<file path="config.mk">
export PLATFORM = sky130hd
export DESIGN_NAME = humidity_sensor_reply_decoder
export DESIGN_NICKNAME = d
export VERILOG_FILES = /design/src/design/hsrd_pkg.sv /design/src/design/hsrd_front.sv /design/src/design/hsrd_queue.sv /design/src/design/hsrd_back.sv /design/src/design/humidity_sensor_reply_decoder.sv
export VERILOG_INCLUDE_DIRS = /design/src /design/src/design
export SDC_FILE = /design/constraint.sdc
export NUM_CORES = 1
export LEC_CHECK = 0
export ABC_CLOCK_PERIOD_IN_PS = 16379
export BUFFER_PORTS_ARGS = -buffer_cell sky130_fd_sc_hd__buf_4
export CAP_MARGIN = 20
export CORE_MARGIN = 10
export CORE_UTILIZATION = 60
export DETAILED_ROUTE_END_ITERATION = 10
export GPL_ROUTABILITY_DRIVEN = 0
export HOLD_SLACK_MARGIN = 0.08
export PLACE_DENSITY = 0.87
export SYNTH_ARGS = -nofsm -noshare
export SYNTH_HDL_FRONTEND = slang
export SYNTH_SLANG_ARGS = --single-unit
</file>
<file path="constraint.sdc">
create_clock -name clk -period 16.38 [get_ports clk]
set_input_delay 3.276 -clock clk [delete_from_list [all_inputs] [get_ports clk]]
set_output_delay 3.276 -clock clk [all_outputs]
set_load 0.01 [all_outputs]
</file>
<file path="src/design/assert_macros.svh">
// Assertion macros used by the top level of the reply decoder.
`ifndef ASSERT_MACROS_SVH
`define ASSERT_MACROS_SVH
`ifndef NO_ASSERTIONS
`define ASSERT_ALWAYS(lbl, clk, rst, prop, msg) \
  lbl: assert property (@(posedge clk) disable iff (rst) (prop)) else $error(msg);
`define ASSERT_IMPLIES(lbl, clk, rst, ante, cons, msg) \
  lbl: assert property (@(posedge clk) disable iff (rst) (ante) |-> (cons)) else $error(msg);
`else
`define ASSERT_ALWAYS(lbl, clk, rst, prop, msg)
`define ASSERT_IMPLIES(lbl, clk, rst, ante, cons, msg)
`endif
`endif

</file>
<file path="src/design/hsrd_pkg.sv">
// Types, constants and the CRC-8 step shared by the reply decoder modules.
package hsrd_pkg;

  localparam logic [7:0] CRC_POLY = 8'h31;
  localparam logic [7:0] CRC_INIT = 8'hFF;

  localparam logic KIND_MEAS   = 1'b0;
  localparam logic KIND_STATUS = 1'b1;

  localparam logic RES_OK      = 1'b0;
  localparam logic RES_CRC_ERR = 1'b1;

  localparam logic [2:0] POS_HIGH0 = 3'd0;
  localparam logic [2:0] POS_LOW0  = 3'd1;
  localparam logic [2:0] POS_CRC0  = 3'd2;
  localparam logic [2:0] POS_HIGH1 = 3'd3;
  localparam logic [2:0] POS_LOW1  = 3'd4;
  localparam logic [2:0] POS_CRC1  = 3'd5;

  localparam int HSRD_QUEUE_DEPTH = 2;

  localparam int TEMP_W = 15;
  localparam int HUM_W  = 14;
  localparam int STAT_W = 16;

  localparam logic [14:0] TEMP_SCALE  = 15'd17500;
  localparam logic [13:0] HUM_SCALE   = 14'd10000;
  localparam logic [14:0] TEMP_OFFSET = 15'd4500;
  localparam logic [16:0] FULL_SCALE  = 17'd65535;

  typedef struct packed {
    logic        err;
    logic        kind;
    logic [15:0] raw_a;
    logic [15:0] raw_b;
  } job_t;

  typedef struct packed {
    logic full;
    logic empty;
  } queue_stat_t;

  function automatic logic [7:0] crc8_update(input logic [7:0] crc, input logic [7:0] b);
    logic [7:0] c;
    c = crc ^ b;
    for (int i = 0; i < 8; i++) begin
      c = c[7] ? ({c[6:0], 1'b0} ^ CRC_POLY) : {c[6:0], 1'b0};
    end
    return c;
  endfunction

endpackage

</file>
<file path="src/design/hsrd_front.sv">
// Front end: tracks byte position, checks CRC per word and queues finished frames.
module hsrd_front (
  input  logic                clk,
  input  logic                rst,
  input  logic                s_tvalid,
  output logic                s_tready,
  input  logic [7:0]          s_tdata,   // rx_byte
  input  logic [1:0]          s_tuser,   // [0] action, [1] frame_start
  input  hsrd_pkg::queue_stat_t q_stat,
  output logic                push,
  output hsrd_pkg::job_t      push_job
);
  import hsrd_pkg::*;

  logic [2:0]  byte_position, byte_position_next;
  logic [7:0]  crc_accum, crc_accum_next;
  logic [7:0]  word_high, word_high_next;
  logic [7:0]  word_low, word_low_next;
  logic [15:0] first_raw, first_raw_next;
  logic        error_seen, error_seen_next;
  logic        kind_latched, kind_latched_next;

  logic        accept;
  logic [2:0]  pos;
  logic        kind;
  logic        err_in;
  logic [7:0]  crc_in;
  logic [15:0] word;
  logic        err_out;
  logic        frame_end;

  assign s_tready = !q_stat.full;
  assign accept   = s_tvalid && s_tready;

  always_comb begin
    pos    = s_tuser[1] ? POS_HIGH0 : byte_position;
    kind   = s_tuser[1] ? s_tuser[0] : kind_latched;
    err_in = (pos == POS_HIGH0) ? 1'b0 : error_seen;
    crc_in = (pos == POS_HIGH0) ? CRC_INIT : crc_accum;
    word   = {word_high, word_low};

    word_high_next     = word_high;
    word_low_next      = word_low;
    first_raw_next     = first_raw;
    crc_accum_next     = crc_in;
    err_out            = err_in;
    frame_end          = 1'b0;

    case (pos)
      POS_HIGH0, POS_HIGH1: begin
        word_high_next = s_tdata;
        crc_accum_next = crc8_update(crc_in, s_tdata);
      end
      POS_LOW0, POS_LOW1: begin
        word_low_next  = s_tdata;
        crc_accum_next = crc8_update(crc_in, s_tdata);
      end
      default: begin
        // A CRC byte closes a word.
        err_out        = err_in || (crc_in != s_tdata);
        crc_accum_next = CRC_INIT;
        if (pos == POS_CRC0) begin
          first_raw_next = word;
        end
        frame_end = (kind == KIND_STATUS) ? (pos >= POS_CRC0) : (pos >= POS_CRC1);
      end
    endcase

    error_seen_next    = err_out;
    kind_latched_next  = kind;
    byte_position_next = frame_end ? POS_HIGH0 : pos + 3'd1;

    push_job.err   = err_out;
    push_job.kind  = kind;
    push_job.raw_a = first_raw_next;
    push_job.raw_b = word;
  end

  assign push = accept && frame_end;

  always_ff @(posedge clk) begin
    if (rst) begin
      byte_position <= POS_HIGH0;
      crc_accum     <= CRC_INIT;
      word_high     <= '0;
      word_low      <= '0;
      first_raw     <= '0;
      error_seen    <= 1'b0;
      kind_latched  <= KIND_MEAS;
    end else if (accept) begin
      byte_position <= byte_position_next;
      crc_accum     <= crc_accum_next;
      word_high     <= word_high_next;
      word_low      <= word_low_next;
      first_raw     <= first_raw_next;
      error_seen    <= error_seen_next;
      kind_latched  <= kind_latched_next;
    end
  end

endmodule

</file>
<file path="src/design/hsrd_queue.sv">
// Short queue of finished frames between the front end and the converter.
module hsrd_queue #(
  parameter int QUEUE_DEPTH = hsrd_pkg::HSRD_QUEUE_DEPTH
) (
  input  logic                  clk,
  input  logic                  rst,
  input  logic                  push,
  input  hsrd_pkg::job_t        push_job,
  input  logic                  pop,
  output hsrd_pkg::job_t        pop_job,
  output hsrd_pkg::queue_stat_t stat
);
  import hsrd_pkg::*;

  localparam int PTR_W = (QUEUE_DEPTH > 1) ? $clog2(QUEUE_DEPTH) : 1;
  localparam int CNT_W = $clog2(QUEUE_DEPTH + 1);

  job_t             entries [QUEUE_DEPTH];
  logic [PTR_W-1:0] wr_ptr, rd_ptr;
  logic [CNT_W-1:0] count;
  logic             do_push, do_pop;

  assign stat.full  = (count == CNT_W'(QUEUE_DEPTH));
  assign stat.empty = (count == '0);
  assign do_push    = push && !stat.full;
  assign do_pop     = pop && !stat.empty;
  assign pop_job    = entries[rd_ptr];

  always_ff @(posedge clk) begin
    if (do_push) begin
      entries[wr_ptr] <= push_job;
    end
  end

  always_ff @(posedge clk) begin
    if (rst) begin
      wr_ptr <= '0;
      rd_ptr <= '0;
      count  <= '0;
    end else begin
      if (do_push) begin
        wr_ptr <= (wr_ptr == PTR_W'(QUEUE_DEPTH - 1)) ? '0 : wr_ptr + 1'b1;
      end
      if (do_pop) begin
        rd_ptr <= (rd_ptr == PTR_W'(QUEUE_DEPTH - 1)) ? '0 : rd_ptr + 1'b1;
      end
      if (do_push && !do_pop) begin
        count <= count + 1'b1;
      end else if (do_pop && !do_push) begin
        count <= count - 1'b1;
      end
    end
  end

endmodule

</file>
<file path="src/design/hsrd_back.sv">
// Back end: scales raw measurement words to centi units, passes status words, in two stages and holds the result item.
module hsrd_back (
  input  logic                  clk,
  input  logic                  rst,
  input  hsrd_pkg::queue_stat_t q_stat,
  input  hsrd_pkg::job_t        pop_job,
  output logic                  pop,
  output logic                  m_tvalid,
  input  logic                  m_tready,
  output logic [47:0]           m_tdata,  // temperature_centi, humidity_centi, status_word
  output logic [1:0]            m_tuser   // [0] result_code, [1] frame_kind
);
  import hsrd_pkg::*;

  // Stage one: products.
  logic        s1_valid;
  logic        s1_err;
  logic        s1_kind;
  logic [15:0] s1_status;
  logic [30:0] s1_tprod;
  logic [29:0] s1_hprod;

  // Output register.
  logic              out_valid;
  logic              out_err;
  logic              out_kind;
  logic [TEMP_W-1:0] out_temp;
  logic [HUM_W-1:0]  out_hum;
  logic [STAT_W-1:0] out_status;

  logic        out_load;
  logic        s1_ready;
  logic [16:0] t_sum, h_sum;
  logic [14:0] t_quot;
  logic [13:0] h_quot;
  logic        meas_ok, status_ok;

  assign out_load = s1_valid && (!out_valid || m_tready);
  assign s1_ready = !s1_valid || out_load;
  assign pop      = !q_stat.empty && s1_ready;

  // floor(x / 65535) with x = a*65536 + b equals a + ((a + b) >= 65535),
  // since a + b stays below twice the divisor here.
  always_comb begin
    t_sum     = {2'b00, s1_tprod[30:16]} + {1'b0, s1_tprod[15:0]};
    h_sum     = {3'b000, s1_hprod[29:16]} + {1'b0, s1_hprod[15:0]};
    t_quot    = s1_tprod[30:16] + 15'(t_sum >= FULL_SCALE);
    h_quot    = s1_hprod[29:16] + 14'(h_sum >= FULL_SCALE);
    meas_ok   = !s1_err && (s1_kind == KIND_MEAS);
    status_ok = !s1_err && (s1_kind == KIND_STATUS);
  end

  always_ff @(posedge clk) begin
    if (pop) begin
      s1_err    <= pop_job.err;
      s1_kind   <= pop_job.kind;
      s1_status <= pop_job.raw_a;
      s1_tprod  <= {15'd0, pop_job.raw_a} * {16'd0, TEMP_SCALE};
      s1_hprod  <= {14'd0, pop_job.raw_b} * {16'd0, HUM_SCALE};
    end
    if (out_load) begin
      out_err    <= s1_err;
      out_kind   <= s1_kind;
      out_temp   <= meas_ok ? (t_quot - TEMP_OFFSET) : '0;
      out_hum    <= meas_ok ? h_quot : '0;
      out_status <= status_ok ? s1_status : '0;
    end
  end

  always_ff @(posedge clk) begin
    if (rst) begin
      s1_valid  <= 1'b0;
      out_valid <= 1'b0;
    end else begin
      if (s1_ready) begin
        s1_valid <= pop;
      end
      if (out_load) begin
        out_valid <= 1'b1;
      end else if (m_tready) begin
        out_valid <= 1'b0;
      end
    end
  end

  assign m_tvalid = out_valid;
  assign m_tdata  = {3'b000, out_status, out_hum, out_temp};
  assign m_tuser  = {out_kind, out_err};

endmodule

</file>
<file path="src/design/humidity_sensor_reply_decoder.sv">
// Top level of the sensor reply decoder: CRC-checking front end, frame queue, converter.
//
//  channel  | dir | tdata                                 | tuser
//  s_*      | in  | [7:0] rx_byte                         | [0] action, [1] frame_start
//  m_*      | out | [14:0] temperature_centi, [28:15]     | [0] result_code, [1] frame_kind
//           |     | humidity_centi, [44:29] status_word   |
//
// One byte is taken every cycle while s_tready is high; each word's CRC is checked
// as its CRC byte arrives. A result passes the queue, stage one and output register.
// s_tready drops only while the frame queue is full, i.e. results pile up behind a
// stalled master side; the output register keeps the two sides apart.
// Synchronous reset clears position, CRC state, queue and valid flags.
`include "assert_macros.svh"

module humidity_sensor_reply_decoder #(
  parameter int QUEUE_DEPTH = hsrd_pkg::HSRD_QUEUE_DEPTH
) (
  input  logic        clk,
  input  logic        rst,
  input  logic        s_tvalid,
  output logic        s_tready,
  input  logic [7:0]  s_tdata,   // rx_byte
  input  logic [1:0]  s_tuser,   // [0] action, [1] frame_start
  output logic        m_tvalid,
  input  logic        m_tready,
  output logic [47:0] m_tdata,   // temperature_centi, humidity_centi, status_word, zero fill
  output logic [1:0]  m_tuser    // [0] result_code, [1] frame_kind
);
  import hsrd_pkg::*;

  logic        push;
  logic        pop;
  job_t        push_job;
  job_t        pop_job;
  queue_stat_t q_stat;

  hsrd_front u_front (
    .clk      (clk),
    .rst      (rst),
    .s_tvalid (s_tvalid),
    .s_tready (s_tready),
    .s_tdata  (s_tdata),
    .s_tuser  (s_tuser),
    .q_stat   (q_stat),
    .push     (push),
    .push_job (push_job)
  );

  hsrd_queue #(
    .QUEUE_DEPTH (QUEUE_DEPTH)
  ) u_queue (
    .clk      (clk),
    .rst      (rst),
    .push     (push),
    .push_job (push_job),
    .pop      (pop),
    .pop_job  (pop_job),
    .stat     (q_stat)
  );

  hsrd_back u_back (
    .clk      (clk),
    .rst      (rst),
    .q_stat   (q_stat),
    .pop_job  (pop_job),
    .pop      (pop),
    .m_tvalid (m_tvalid),
    .m_tready (m_tready),
    .m_tdata  (m_tdata),
    .m_tuser  (m_tuser)
  );

  `ASSERT_ALWAYS(a_queue_no_overflow, clk, rst, !(push && q_stat.full), "frame pushed into a full queue")
  `ASSERT_ALWAYS(a_queue_stat_sane, clk, rst, !(q_stat.full && q_stat.empty), "queue both full and empty")
  `ASSERT_IMPLIES(a_error_zero, clk, rst, m_tvalid && (m_tuser[0] == RES_CRC_ERR), m_tdata == 48'd0, "error result carries values")
  `ASSERT_IMPLIES(a_status_no_meas, clk, rst, m_tvalid && (m_tuser[1] == KIND_STATUS), m_tdata[28:0] == 29'd0, "status result carries measurement values")

endmodule

</file>
== Word level (Yosys, flattened, before mapping) ==
Memories as Yosys holds them, arrays and structs flattened. A register that Yosys moved wholly into a read port is not among the register bits.
Cells that the tools add are included.

* Output and inout port bits: 52
* Memory bits (writable): 68
* Word-level logic and storage cells: 113
* Memories kept: 1
* Flip-flop bits (word level): 171
* Bits of input ports: 14

* Add/sub/neg operators: 10
* Equality and inequality tests: 6
* Bitwise operators: 10
* $mul: 2
* Magnitude comparators: 4
* Reduce and logical (&&, ||, !) cells: 29
* Mux-type cells: 29

{| class="wikitable"
|+ Memory list
! memory !! depth !! width !! read ports !! clocked after Yosys merged registers in !! wr ports !! RTL line !! text
|-
| u_queue.entries || 2 || 34 || 1 || 1 || 1 || hsrd_queue.sv:18 || <nowiki>job_t entries [QUEUE_DEPTH];</nowiki>
|}

{| class="wikitable"
|+ Operators by type and width
! kind !! count
|-
| $mux 6 || 8
|-
| $ge 17x16->1 const B || 2
|-
| $mux 16 || 2
|-
| $mul 16x13->29 const B || 1
|-
| $mul 16x10->26 const B || 1
|-
| $not 3->3 || 8
|-
| $add 14x16->17 || 1
|-
| $add 15x16->17 || 1
|-
| $mux 8 || 2
|-
| $add 15x1->15 || 1
|-
| $sub 15x13->15 const B || 1
|-
| $add 14x1->14 || 1
|-
| $mux 1 || 13
|-
| $logic_and 1x1->1 || 10
|-
| $ne 8x8->1 || 1
|-
| $xor 8x8->8 || 1
|-
| $logic_not 1->1 || 7
|-
| $eq 3x2->1 const B || 2
|-
| $mux 3 || 2
|-
| $mux 2 || 2
|-
| $reduce_and 2->1 || 2
|-
| $reduce_bool 2->1 || 2
|-
| $reduce_or 2->1 || 2
|-
| $reduce_or 4->1 || 1
|-
| 13 further kinds || 16
|}

== Logic depth before layout (Yosys ltp) ==
Gate-level depths: netlist (run 1).

* Depth after elaboration: 21
* Gate-level depth with buffers: 23
* Mapped depth without buffers: 22

== Hierarchy ==
From an unflattened synthesis (run 1), not the netlist that was laid out.

* Cells, all modules: 1441
* Area total of the unflattened synthesis: 16213.0 sq um

{| class="wikitable"
|+ By module, submodules not included
! module !! area each (sq um) !! cells each !! times used !! seq. area each (sq um)
|-
| hsrd_back || 11192.0 || 1044 || 1 || 3613.5
|-
| hsrd_queue || 2662.6 || 131 || 1 || 2142.1
|-
| hsrd_front || 2358.5 || 266 || 1 || 900.9
|}

== Worst setup path before layout (run 1) ==
OpenSTA, ideal clock, no wires.

* Path type: input to register
* Start point: in s_tuser[1]
* End point: mem u_queue.entries[0][0] (netlist bit) (enable)
* Data arrival time: 5.861 ns
* Data required time: 15.951 ns
* Path slack: 10.090 ns
* Stages on the path: 6
* Cell sequence: and2b_1 inv_1 ha_1 o21ai_0 a211oi_1 nor2b_1

* Cells in the longest elaborated chain, start to end: 8
* Elaborated cells on any way between the ends: 15
* Those cells by class: order compare: 2; eq/ne: 3; mux: 6; reduce/logical: 4

{| class="wikitable"
|+ RTL lines
! what !! RTL line !! text
|-
| from (decl) || humidity_sensor_reply_decoder.sv:23 || <nowiki>input logic [1:0] s_tuser,</nowiki>
|-
| $mux 3 || hsrd_front.sv:36 || <nowiki>pos = s_tuser[1] ? POS_HIGH0 : byte_position;</nowiki>
|-
| $ge 3x3->1, or another cell as far along || hsrd_front.sv:65 || <nowiki>frame_end = (kind == KIND_STATUS) ? (pos >= POS_CRC0) : (pos >= POS_CRC1);</nowiki>
|-
| $mux 1 / $reduce_or 4->1 (equally long branches) || - ||
|-
| $mux 1 (*) || hsrd_front.sv:49 || <nowiki>case (pos)</nowiki>
|-
| $logic_and 1x1->1 (*) || hsrd_front.sv:79 || <nowiki>assign push = accept && frame_end;</nowiki>
|-
| $logic_and 1x1->1 (*) || hsrd_queue.sv:25 || <nowiki>assign do_push = push && !stat.full;</nowiki>
|-
| named net u_queue.do_push || hsrd_queue.sv:21 || <nowiki>logic do_push, do_pop;</nowiki>
|-
| $mux 1 (*) || hsrd_queue.sv:30 || <nowiki>if (do_push) begin</nowiki>
|-
| $mux 1 (not written as such) (*) || hsrd_queue.sv:31 || <nowiki>entries[wr_ptr] <= push_job;</nowiki>
|-
| to (decl) || hsrd_queue.sv:18 ||
|}

The timed path passes the listed nets; every way through them passes the cells marked *.

==> results of run 1 <==
## critical path, cell delays in order (launching register included)
cell	delay, ps
dfxtp_1	300
buf_4	460
mux2i_1	500
inv_1	210
ha_1	330
inv_1	60
fa_1	490
inv_1	40
ha_1	300
fa_1	490
inv_1	60
fa_1	530
inv_1	40
ha_1	310
o21a_1	160
o21ai_0	150
o21ai_0	280
o21ai_0	150
a221oi_1	550
a21o_1	230
a21o_1	120
a21oi_1	70
xnor2_1	130
## synthesized netlist by cell type, types with 4 or more instances
| cell type | instances |
|---|---|
| a221oi_1 | 4 |
| nand4_1 | 5 |
| o21ai_0 | 34 |
| buf_4 | 5 |
| nor3_1 | 29 |
| and3_1 | 8 |
| xor2_1 | 34 |
| o211ai_1 | 7 |
| a21o_1 | 21 |
| o21a_1 | 14 |
| mux2i_1 | 42 |
| a21oi_1 | 52 |
| o22ai_1 | 10 |
| nor4_1 | 6 |
| nand2b_1 | 8 |
| dfxtp_1 | 52 |
| nor2_1 | 137 |
| a211oi_1 | 18 |
| xnor2_1 | 57 |
| ha_1 | 201 |
| or3_1 | 7 |
| clkbuf_1 | 20 |
| edfxtp_1 | 187 |
| mux2_2 | 30 |
| inv_1 | 220 |
| fa_1 | 82 |
| nand2_1 | 39 |
| nand3_1 | 16 |
| and2_1 | 25 |
| nor2b_1 | 16 |
## final timing paths
kind	from	to	slack [ps]	cells past startpoint
setup / recovery	register	u_back.s1_tprod[27]	10160	22
hold / removal	u_front.error_seen	u_front.error_seen	480	2
setup reg to reg	register	u_back.s1_tprod[27]	10160	22
hold reg to reg	u_front.error_seen	u_front.error_seen	480	2
## placed cells by master, fill, tap and decap left out, drive strengths merged, types with 8 or more instances in the layout
| cell | Yosys | routed |
|---|---|---|
| a21oi | 52 | 52 |
| buf | 10 | 69 |
| nand3 | 16 | 16 |
| a21o | 21 | 21 |
| nand2 | 39 | 39 |
| and3 | 8 | 8 |
| mux2 | 30 | 30 |
| edfxtp | 187 | 187 |
| o22ai | 10 | 10 |
| clkinv | 0 | 9 |
| clkbuf | 21 | 32 |
| nor3 | 29 | 29 |
| xnor2 | 57 | 57 |
| mux2i | 42 | 42 |
| o21a | 14 | 14 |
| nor2b | 16 | 16 |
| o21ai | 35 | 35 |
| a211oi | 18 | 18 |
| inv | 220 | 220 |
| and2 | 26 | 26 |
| xor2 | 34 | 34 |
| ha | 201 | 201 |
| nand2b | 9 | 9 |
| fa | 82 | 82 |
| dfxtp | 52 | 52 |
| nor2 | 138 | 138 |
## layout make-up
class / count / area [µm²]
Clock buffer: 32 / 704
Clock inverter: 16 / 160
Fill cell: 1798 / 8490
Inverter: 220 / 826
Multi-Input combinational cell: 949 / 8430
Sequential cell: 239 / 6660
Tap cell: 335 / 419
Timing Repair Buffer: 69 / 518
## flip-flops by register name (all words and copies together) (netlist names), 2 cells and up, named ones only
register	cells
u_back.out_status	16
u_front.first_raw	16
u_queue.count	2
u_front.byte_position	3
u_back.out_temp	15
u_back.s1_status	16
u_back.s1_tprod	28
u_front.word_high	8
u_back.s1_hprod	26
u_back.out_hum	14
u_front.word_low	8
u_front.crc_accum	8
u_queue.entries	68
## per-stage QoR
step,util (%),hold slack (ps),instance area [µm²],instances
after floorplan,-,437,16100,1439
after global placement,64.3,449,16800,1811
after detailed placement,64.3,466,16800,1811
after CTS,67.6,477,17700,1859
after global routing,67.6,508,17700,1860
final,67.6,476,17700,1860
## metal layers
| metal | global-route usage (%) | vias to the layer above | routed length (µm) |
|---|---|---|---|
| li1 | - | 5076 | - |
| met1 | 24.3 | 5031 | 14000 |
| met2 | 33.6 | 359 | 15700 |
| met3 | 2.96 | 87 | 1820 |
| met4 | 6.43 | 0 | 1070 |
| met5 | 0 | - | 0 |
## kinds of logic after synthesis
family | synth area share [%]
muxes | 4.72
DFF | 41.5
other | 0.0234
buffers and inverters | 6.10
xor gates and xnor gates | 4.97
AOI/OAI and AO/OA | 7.48
adders and majority gates | 25.9
and+or+nand+nor | 9.33
==> qor.txt, run 1 <==
Status - finished, final reports clean
#FFs+latches synth - 239
Total number of vias - 10.6k
Tot GR Track Use - 19.4%
CP Data Arrival Time - 6500 ps
Final worst path period need - 6220 ps
Router iterations before antenna repair - 6
CP Launch Type - register
Core box area - 26200 µm²
# rows - 59
Initial Utilization - 61.2%
Pin count of the biggest net entering global routing - 74
Global-route wire length before repair - 53700 µm
Clk root buf - clkbuf_16
Synth area leaders - edfxtp_1 35%, ha_1 16%, fa_1 10%
Final setup fails - 0
Crit path required time - 16660 ps
# resized after CTS - 0
Largest area contributor in the netlist - edfxtp_1
Die Y - 184 µm
Average wire per cell in the routed design - 17.5 µm
RSZ-0062 raised after global routing - false
Ports - 66
TNS Setup - 0 ps
Grt ovf - 0
CTS Buffer Depth - 3
Fin crit share - 38.0%
Fraction of layout cells with a size suffix above 1 - 9.70%
Avg Vias per Cell - 5.67
Mapped cell area - 16000 µm²
Layout area overhead - 10.4%
Seq/Total Area, Yosys - 41.5%
# DRC - 0
Final HPWL DP - 24400 µm
Cts-stage hold buffer count - 0
Max Freq - 0.161 GHz
Worst Hold Class - reg2reg
DIE WIDTH - 184 µm
Worst slack at placement - 10260 ps
Final Net Count - 1802
Clk slew on worst S/H paths - 70 ps
Num CTS Buffers - 26
Synth top area share - 35.0%
Unique masters post-synth - 62
Initial DRC Count - 660
Type of the worst setup path - reg2reg
CTS tree - built
Primary FF master, synth - edfxtp_1
H-tree levels - 1
Final Hold Fails - 0
Buffers added on ports - 62
CP endpoint kind - register
Slew margin rel. - 37.8%
Initial antenna violation count - 0
Fraction of registers with async set/reset - 0%
Synthesis warning total - 0
Post-route ant nets - 0
Post-Synthesis Cells - 1437
Final max-slew violation count - 0
Critical path peak fanout - 34
Max_cap viols - 0
Setup ws final - 10160 ps
Final wirelength - 32500 µm
Vias in the first global route - 10.9k
Setup Skew - 11.4 ps
Worst-Skew Late Latency - 530 ps
Post-CTS Setup Inserts - 0
Post-synth EDFFs - 187
Ant diodes - 0
Mean Syn Cell Area - 11.2 µm²
Clock Sinks - 239
Actual slew at the worst max-slew pin - 933 ps
Die area - 33700 µm²
Power of run 1 is left out: the tool's default activity adds up to more than one toggle a clock period on the data nets, which glitch-free logic cannot reach.
==> run 2: changes to the inputs <==
- ABC_CLOCK_PERIOD_IN_PS: 16379 -> 5980
- clock period: 16.38 -> 5.98 ns (I/O delays scaled with it)
==> run 2 against run 1 <==
Effect of this change: die area stayed put; core utilization is 0.21 points higher; critical endpoint is now u_back.s1_tprod[28]; critical path type unchanged; cell count is 0.38% higher; clock skew is 1.1 ps higher.
==> qor.txt, run 2 (same netlist as run 1, synthesis figures left out) <==
Buffers added on ports - 62 (unchanged)
Tot GR Track Use - 19.4% (about the same)
Fraction of layout cells with a size suffix above 1 - 10.6% (+0.87 points)
Num CTS Buffers - 25 (-3.8%)
Type of the worst setup path - reg2reg
Pin count of the biggest net entering global routing - 74 (unchanged)
Avg Vias per Cell - 5.65 (-0.38%)
Die area - 33700 µm² (unchanged)
Actual slew at the worst max-slew pin - 962 ps (+29.5 ps)
Critical R2R Capture - u_back.s1_tprod[28]
Biggest register - u_queue.entries
Die Y - 184 µm (unchanged)
Most common cell after layout, fill and taps aside - inv_1
Cts-stage hold buffer count - 0 (unchanged)
Post-route ant nets - 0 (unchanged)
Critical path peak fanout - 6 (-82%)
Setup Skew - 12.5 ps (+1.10 ps)
Multi-input logic area - 8470 µm² (+0.50%)
Status - finished, final reports clean
Most frequent cells in the layout - 219 x inv_1, 201 x ha_1, 187 x edfxtp_1
Slew margin rel. - 35.9% (-2.0 points)
CTS tree - built
Ant diodes - 0 (unchanged)
# rows - 59 (unchanged)
Max reg flops - 68 (unchanged)
Final setup fails - 0 (unchanged)
Average wire per cell in the routed design - 17.5 µm (-0.20%)
Global-route wire length before repair - 53800 µm (+0.15%)
Final wirelength - 32600 µm (+0.17%)
Post-layout util - 67.8% (+0.21 points)
CTS Buffer Depth - 3 (unchanged)
Initial antenna violation count - 0 (unchanged)
# resized after CTS - 0 (unchanged)
Final Net Count - 1810 (+0.44%)
Final HPWL DP - 24300 µm (-0.45%)
Total number of vias - 10.6k (-0.0095%)
Max Freq - 0.176 GHz (+9.3%)
Core box area - 26200 µm² (unchanged)
Router iterations before antenna repair - 5 (-1)
DIE WIDTH - 184 µm (unchanged)
Fin crit share - 95.2% (+57 points)
Clock Sinks - 239 (unchanged)
Ports - 66 (unchanged)
Layout area overhead - 10.7%
Final Hold Fails - 0 (unchanged)
Max_cap viols - 0 (unchanged)
CP endpoint kind - register
CP Launch Type - register
Clk root buf - clkbuf_16
Final worst path period need - 5690 ps (-530 ps)
Critical path destination - u_back.s1_tprod[28]
Worst-Skew Late Latency - 530 ps (about the same)
Reg2reg path depth - 20 (-9.1%)
Worst hold path depth - 2 (unchanged)
Post-CTS Setup Inserts - 0 (unchanged)
R2R Setup Slk - 290 ps (-9870 ps)
# fillers - 1807 (+0.50%)
Worst Hold Class - reg2reg
Initial Utilization - 61.2% (unchanged)
Crit path required time - 6230 ps (-10430 ps)
Register area - 6660 µm² (unchanged)
Initial DRC Count - 646 (-2.1%)
CP Data Arrival Time - 5950 ps (-550 ps)
Clk slew on worst S/H paths - 60 ps (about the same)
# DRC - 0 (unchanged)
Vias in the first global route - 10.8k (-1.0%)
Final max-slew violation count - 0 (unchanged)
Biggest registers after layout - u_queue.entries (68), u_back.s1_tprod (28), u_back.s1_hprod (26)
Grt ovf - 0 (unchanged)
H-tree levels - 1 (unchanged)
-- run 2: cell count changes in the layout (fill, tap and decap cells not counted), moves of 3 or more --
| cell | before | now |
|---|---|---|
| clkbuf_8 | 1 | 4 |
| clkinv_1 | 7 | 3 |
| clkinvlp_4 | 4 | 0 |
| clkbuf_1 | 4 | 9 |
| buf_4 | 69 | 77 |
-- run 2: layout make-up --
class	instances	area share, %
clock buffers	38	4.02
clock inverters	8	0.507
inverters	220	4.65
multi-input cells	949	47.7
flip-flops and latches	239	37.5
well taps	335	2.36
repair buffers	78	3.32
-- run 2: per-layer routing --
metal | track usage [%] | share of wire (%) | wire length, µm | up-vias
met5 | 0 | 0 | 0 | -
met4 | 6.16 | 2.7 | 890 | 0
met3 | 3.18 | 5.3 | 1710 | 73
met2 | 33.7 | 49 | 16000 | 296
met1 | 24.3 | 43 | 14000 | 5092
li1 | - | - | - | 5091
-- run 2: worst min-delay path by stage --
stage	startpoint	endpoint	slack [ps]
floorplan	u_front.error_seen	u_front.error_seen	440
global placement	u_front.error_seen	u_front.error_seen	450
detailed placement	u_front.error_seen	u_front.error_seen	460
CTS	u_front.error_seen	u_front.error_seen	480
global route	u_front.error_seen	u_front.error_seen	500
finish	u_front.error_seen	u_front.error_seen	480
-- run 2: per-stage QoR --
stage	hold WS, ps	setup WS [ps]	cell area (µm²)	instances	setup TNS (ps)
after floorplan	437	114	16100	1439	0
after global placement	449	362	16900	1820	0
after detailed placement	463	212	16900	1820	0
after CTS	484	172	17700	1866	0
after global routing	502	-1.24	17800	1867	-1.24
final	481	289	17800	1867	0
-- run 2: worst max-delay path, cell delays in order, from the launching register on --
cell and delay [ps]:
dfxtp_1 450, buf_4 220, mux2i_1 310, inv_1 230, ha_1 330, inv_1 50
fa_1 500, inv_1 40, ha_1 280, inv_1 80, fa_1 450, fa_1 560
inv_1 50, ha_1 300, o21ai_0 160, a221oi_2 400, nor2_1 120, o31a_1 330
a21o_1 190, o21ai_1 220, o311ai_0 160
Power of run 2 is left out for the same reason.
==> run 3: changes to the inputs <==
- CORE_UTILIZATION: 60 -> 63
- PLACE_DENSITY: 0.87 -> 0.9
- SYNTH_HIERARCHICAL: not set -> 1
==> run 3 against run 2 <==
Effect of this change: synthesized cell count increased by 0.28%; critical path depth shrank 1; design area up 1.1%; worst setup slack worse by 120 ps; cell count shrank 0.27%; die area shrank 3.4%; critical path type unchanged; largest cell class unchanged.
==> qor.txt, run 3 <==
Status - finished, final reports clean
Initial Utilization - 64.2% (+3.0 points)
Setup Skew - 14.7 ps (+2.21 ps)
Clk root buf - clkbuf_16
Worst IR Drop VDD - 182 µV
Grt ovf - 0 (unchanged)
Synth area leaders - edfxtp_1 35%, ha_1 16%, fa_1 10%
Final wirelength - 35700 µm (+9.4%)
Synth top area share - 34.6% (-0.36 points)
PD cells - 240 nW/µm²
CTS Buffer Depth - 3 (unchanged)
Layout area overhead - 10.8% (about the same)
Post-Synthesis Cells - 1441 (+0.28%)
Final HPWL DP - 26000 µm (+7.0%)
# fillers - 1604 (-11%)
Largest area contributor in the netlist - edfxtp_1
Clk slew on worst S/H paths - 60 ps (about the same)
Mean Syn Cell Area - 11.3 µm² (+0.75%)
Slew margin rel. - 41.0% (+5.2 points)
Buffers added on ports - 62 (unchanged)
Fin Hold WS - 455 ps (-25.8 ps)
Tot GR Track Use - 21.2% (+1.8 points)
Post-route ant nets - 0 (unchanged)
Max reg flops - 68 (unchanged)
Ant diodes - 0 (unchanged)
# rows - 58 (-1.7%)
Area post-placement - 17000 µm² (+0.82%)
# DRC - 0 (unchanged)
#FFs+latches synth - 239 (unchanged)
Pleak - 7.82 nW
Synthesis warning total - 6 (+6)
Seq/Total Area, Yosys - 41.1% (-0.42 points)
Fin area - 18000 µm² (+1.1%)
Critical path peak fanout - 14 (+8)
Top-count cell post-synth - inv_1
Die area - 32600 µm² (-3.4%)
Fraction of layout cells with a size suffix above 1 - 12.9% (+2.3 points)
Router iterations before antenna repair - 5 (unchanged)
Final Net Count - 1811 (+0.055%)
Actual slew at the worst max-slew pin - 885 ps (-77.3 ps)
Commonest cells post-synth - 212 x inv_1, 201 x ha_1, 187 x edfxtp_1
Num CTS Buffers - 25 (unchanged)
H-tree levels - 1 (unchanged)
Max_cap viols - 0 (unchanged)
Final Hold Fails - 0 (unchanged)
Biggest registers after layout - u_queue/entries (68), u_back/s1_tprod (28), u_back/s1_hprod (26)
Final worst path period need - 5820 ps (+124 ps)
Mapped cell area - 16200 µm² (+1.0%)
Type of the worst setup path - reg2reg
Primary FF master, synth - edfxtp_1
Unique masters post-synth - 78 (+26%)
Worst Hold Class - reg2reg
Core box area - 25300 µm² (-3.6%)
Avg Vias per Cell - 5.99 (+6.0%)
Global-route wire length before repair - 57800 µm (+7.5%)
Fraction of registers with async set/reset - 0% (unchanged)
Biggest register - u_queue/entries
Average wire per cell in the routed design - 19.2 µm (+9.7%)
CP Launch Type - register
Final max-slew violation count - 0 (unchanged)
Worst-Skew Late Latency - 540 ps (about the same)
Most common cell after layout, fill and taps aside - inv_1
Initial antenna violation count - 0 (unchanged)
Die Y - 180 µm (-1.7%)
Initial DRC Count - 966 (+50%)
CP endpoint kind - register
Crit path required time - 6250 ps (+20 ps)
Setup ws final - 165 ps (-124 ps)
DIE WIDTH - 180 µm (-1.7%)
Final setup fails - 0 (unchanged)
Most frequent cells in the layout - 212 x inv_1, 201 x ha_1, 187 x edfxtp_1
Clock Sinks - 239 (unchanged)
Ports - 66 (unchanged)
Worst slack at placement - 126 ps (-85.6 ps)
Total number of vias - 11.2k (+5.8%)
Post-synth EDFFs - 187 (unchanged)
Pin count of the biggest net entering global routing - 69 (-6.8%)
CTS tree - built
Vias in the first global route - 11.6k (+6.7%)
Max Freq - 0.172 GHz (-2.1%)
Fin crit share - 97.2% (+2.1 points)
CP Data Arrival Time - 6090 ps (+140 ps)
-- run 3: changes by cell type in the layout (fill, tap and decap cells not counted), sizes merged, moves of 5 or more --
| cell | delta |
|---|---|
| xnor2 | -6 |
| nor3 | -10 |
| mux2 | +21 |
| nor2 | -48 |
| a21oi | +29 |
| mux2i | -24 |
| a211o | +5 |
| a31oi | +5 |
| xor2 | -6 |
| inv | -6 |
| o211ai | -5 |
| clkbuf | -7 |
| o21bai | +5 |
| nand2 | +43 |
-- run 3: final timing paths --
kind / startpoint / end / depth (start not counted) / slack (ps)
worst max-delay path: register / u_back/s1_tprod[29] / 19 / 160
worst min register to register: u_front/first_raw[12] / u_front/first_raw[12] / 2 / 450
worst max register to register: register / u_back/s1_tprod[29] / 19 / 160
worst min-delay path: u_front/first_raw[12] / u_front/first_raw[12] / 2 / 450
-- run 3: power by group --
| group | total, mW | internal (mW) | switching, mW |
|---|---|---|---|
| sequential | 1.89 | 1.85 | 0.0349 |
| clock | 1.59 | 0.946 | 0.645 |
| combinational | 0.832 | 0.353 | 0.479 |
| total | 4.31 | 3.15 | 1.16 |
-- run 3: logic make-up after synthesis --
group           count (synthesis)  synth area share [%]
simple gates                  294                  8.69
fa+ha+maj                     284                  25.7
buf+inv                       245                  5.93
flops                         239                  41.1
compound gates                229                  9.50
xor+xnor                       80                  4.45
mux                            69                  4.65
other cells                     1                0.0231
-- run 3: final cells by class --
type	instances	area (µm²)	share of cell area [%]
inverter	213	800	4.45
clock inverter	14	184	1.02
timing repair buffer	76	619	3.45
sequential	239	6660	37.1
multi-input combinational	959	8640	48.1
clock buffer	31	648	3.61
tap	330	413	2.30
-- run 3: worst max-delay path, stage by stage, from the launching register on --
cell	delay [ps]
dfxtp_2	410
buf_12	170
mux2_2	450
ha_1	330
fa_1	470
ha_1	310
ha_1	280
inv_1	50
fa_1	550
inv_1	80
ha_1	320
a211oi_1	380
o21ai_0	240
a31oi_2	380
o221ai_1	290
nand4_1	220
a31oi_1	140
a21o_1	200
a21oi_1	170
xnor2_1	90
-- run 3: per-layer routing --
| layer | up-vias | track usage, % | share of wire, % |
|---|---|---|---|
| met4 | 0 | 8.83 | 4.5 |
| met3 | 135 | 3.41 | 6.0 |
| met1 | 5432 | 25.8 | 40 |
| li1 | 5141 | - | - |
| met5 | - | 0 | 0 |
| met2 | 451 | 36.8 | 49 |
-- run 3: repair_timing --
action | CTS | global route
resized for setup | 0 | 5
buffers inserted | 0 | 2
setup endpoints to repair | 0 | 9
hold buffers | 0 | 0
-- run 3: metrics by stage --
stage | TNS [ps] | cells | total power [mW] | util (%)
2_1_floorplan | 0 | 1443 | 2.52 | -
5_1_grt | -61.8 | 1862 | 4.48 | 71.1
3_3_place_gp | 0 | 1812 | 2.67 | 67.5
4_1_cts | 0 | 1857 | 4.30 | 70.8
3_5_place_dp | 0 | 1812 | 2.71 | 67.5
6_report | 0 | 1862 | 4.31 | 71.1
No activity file was read; power rests on OpenSTA's default activity.
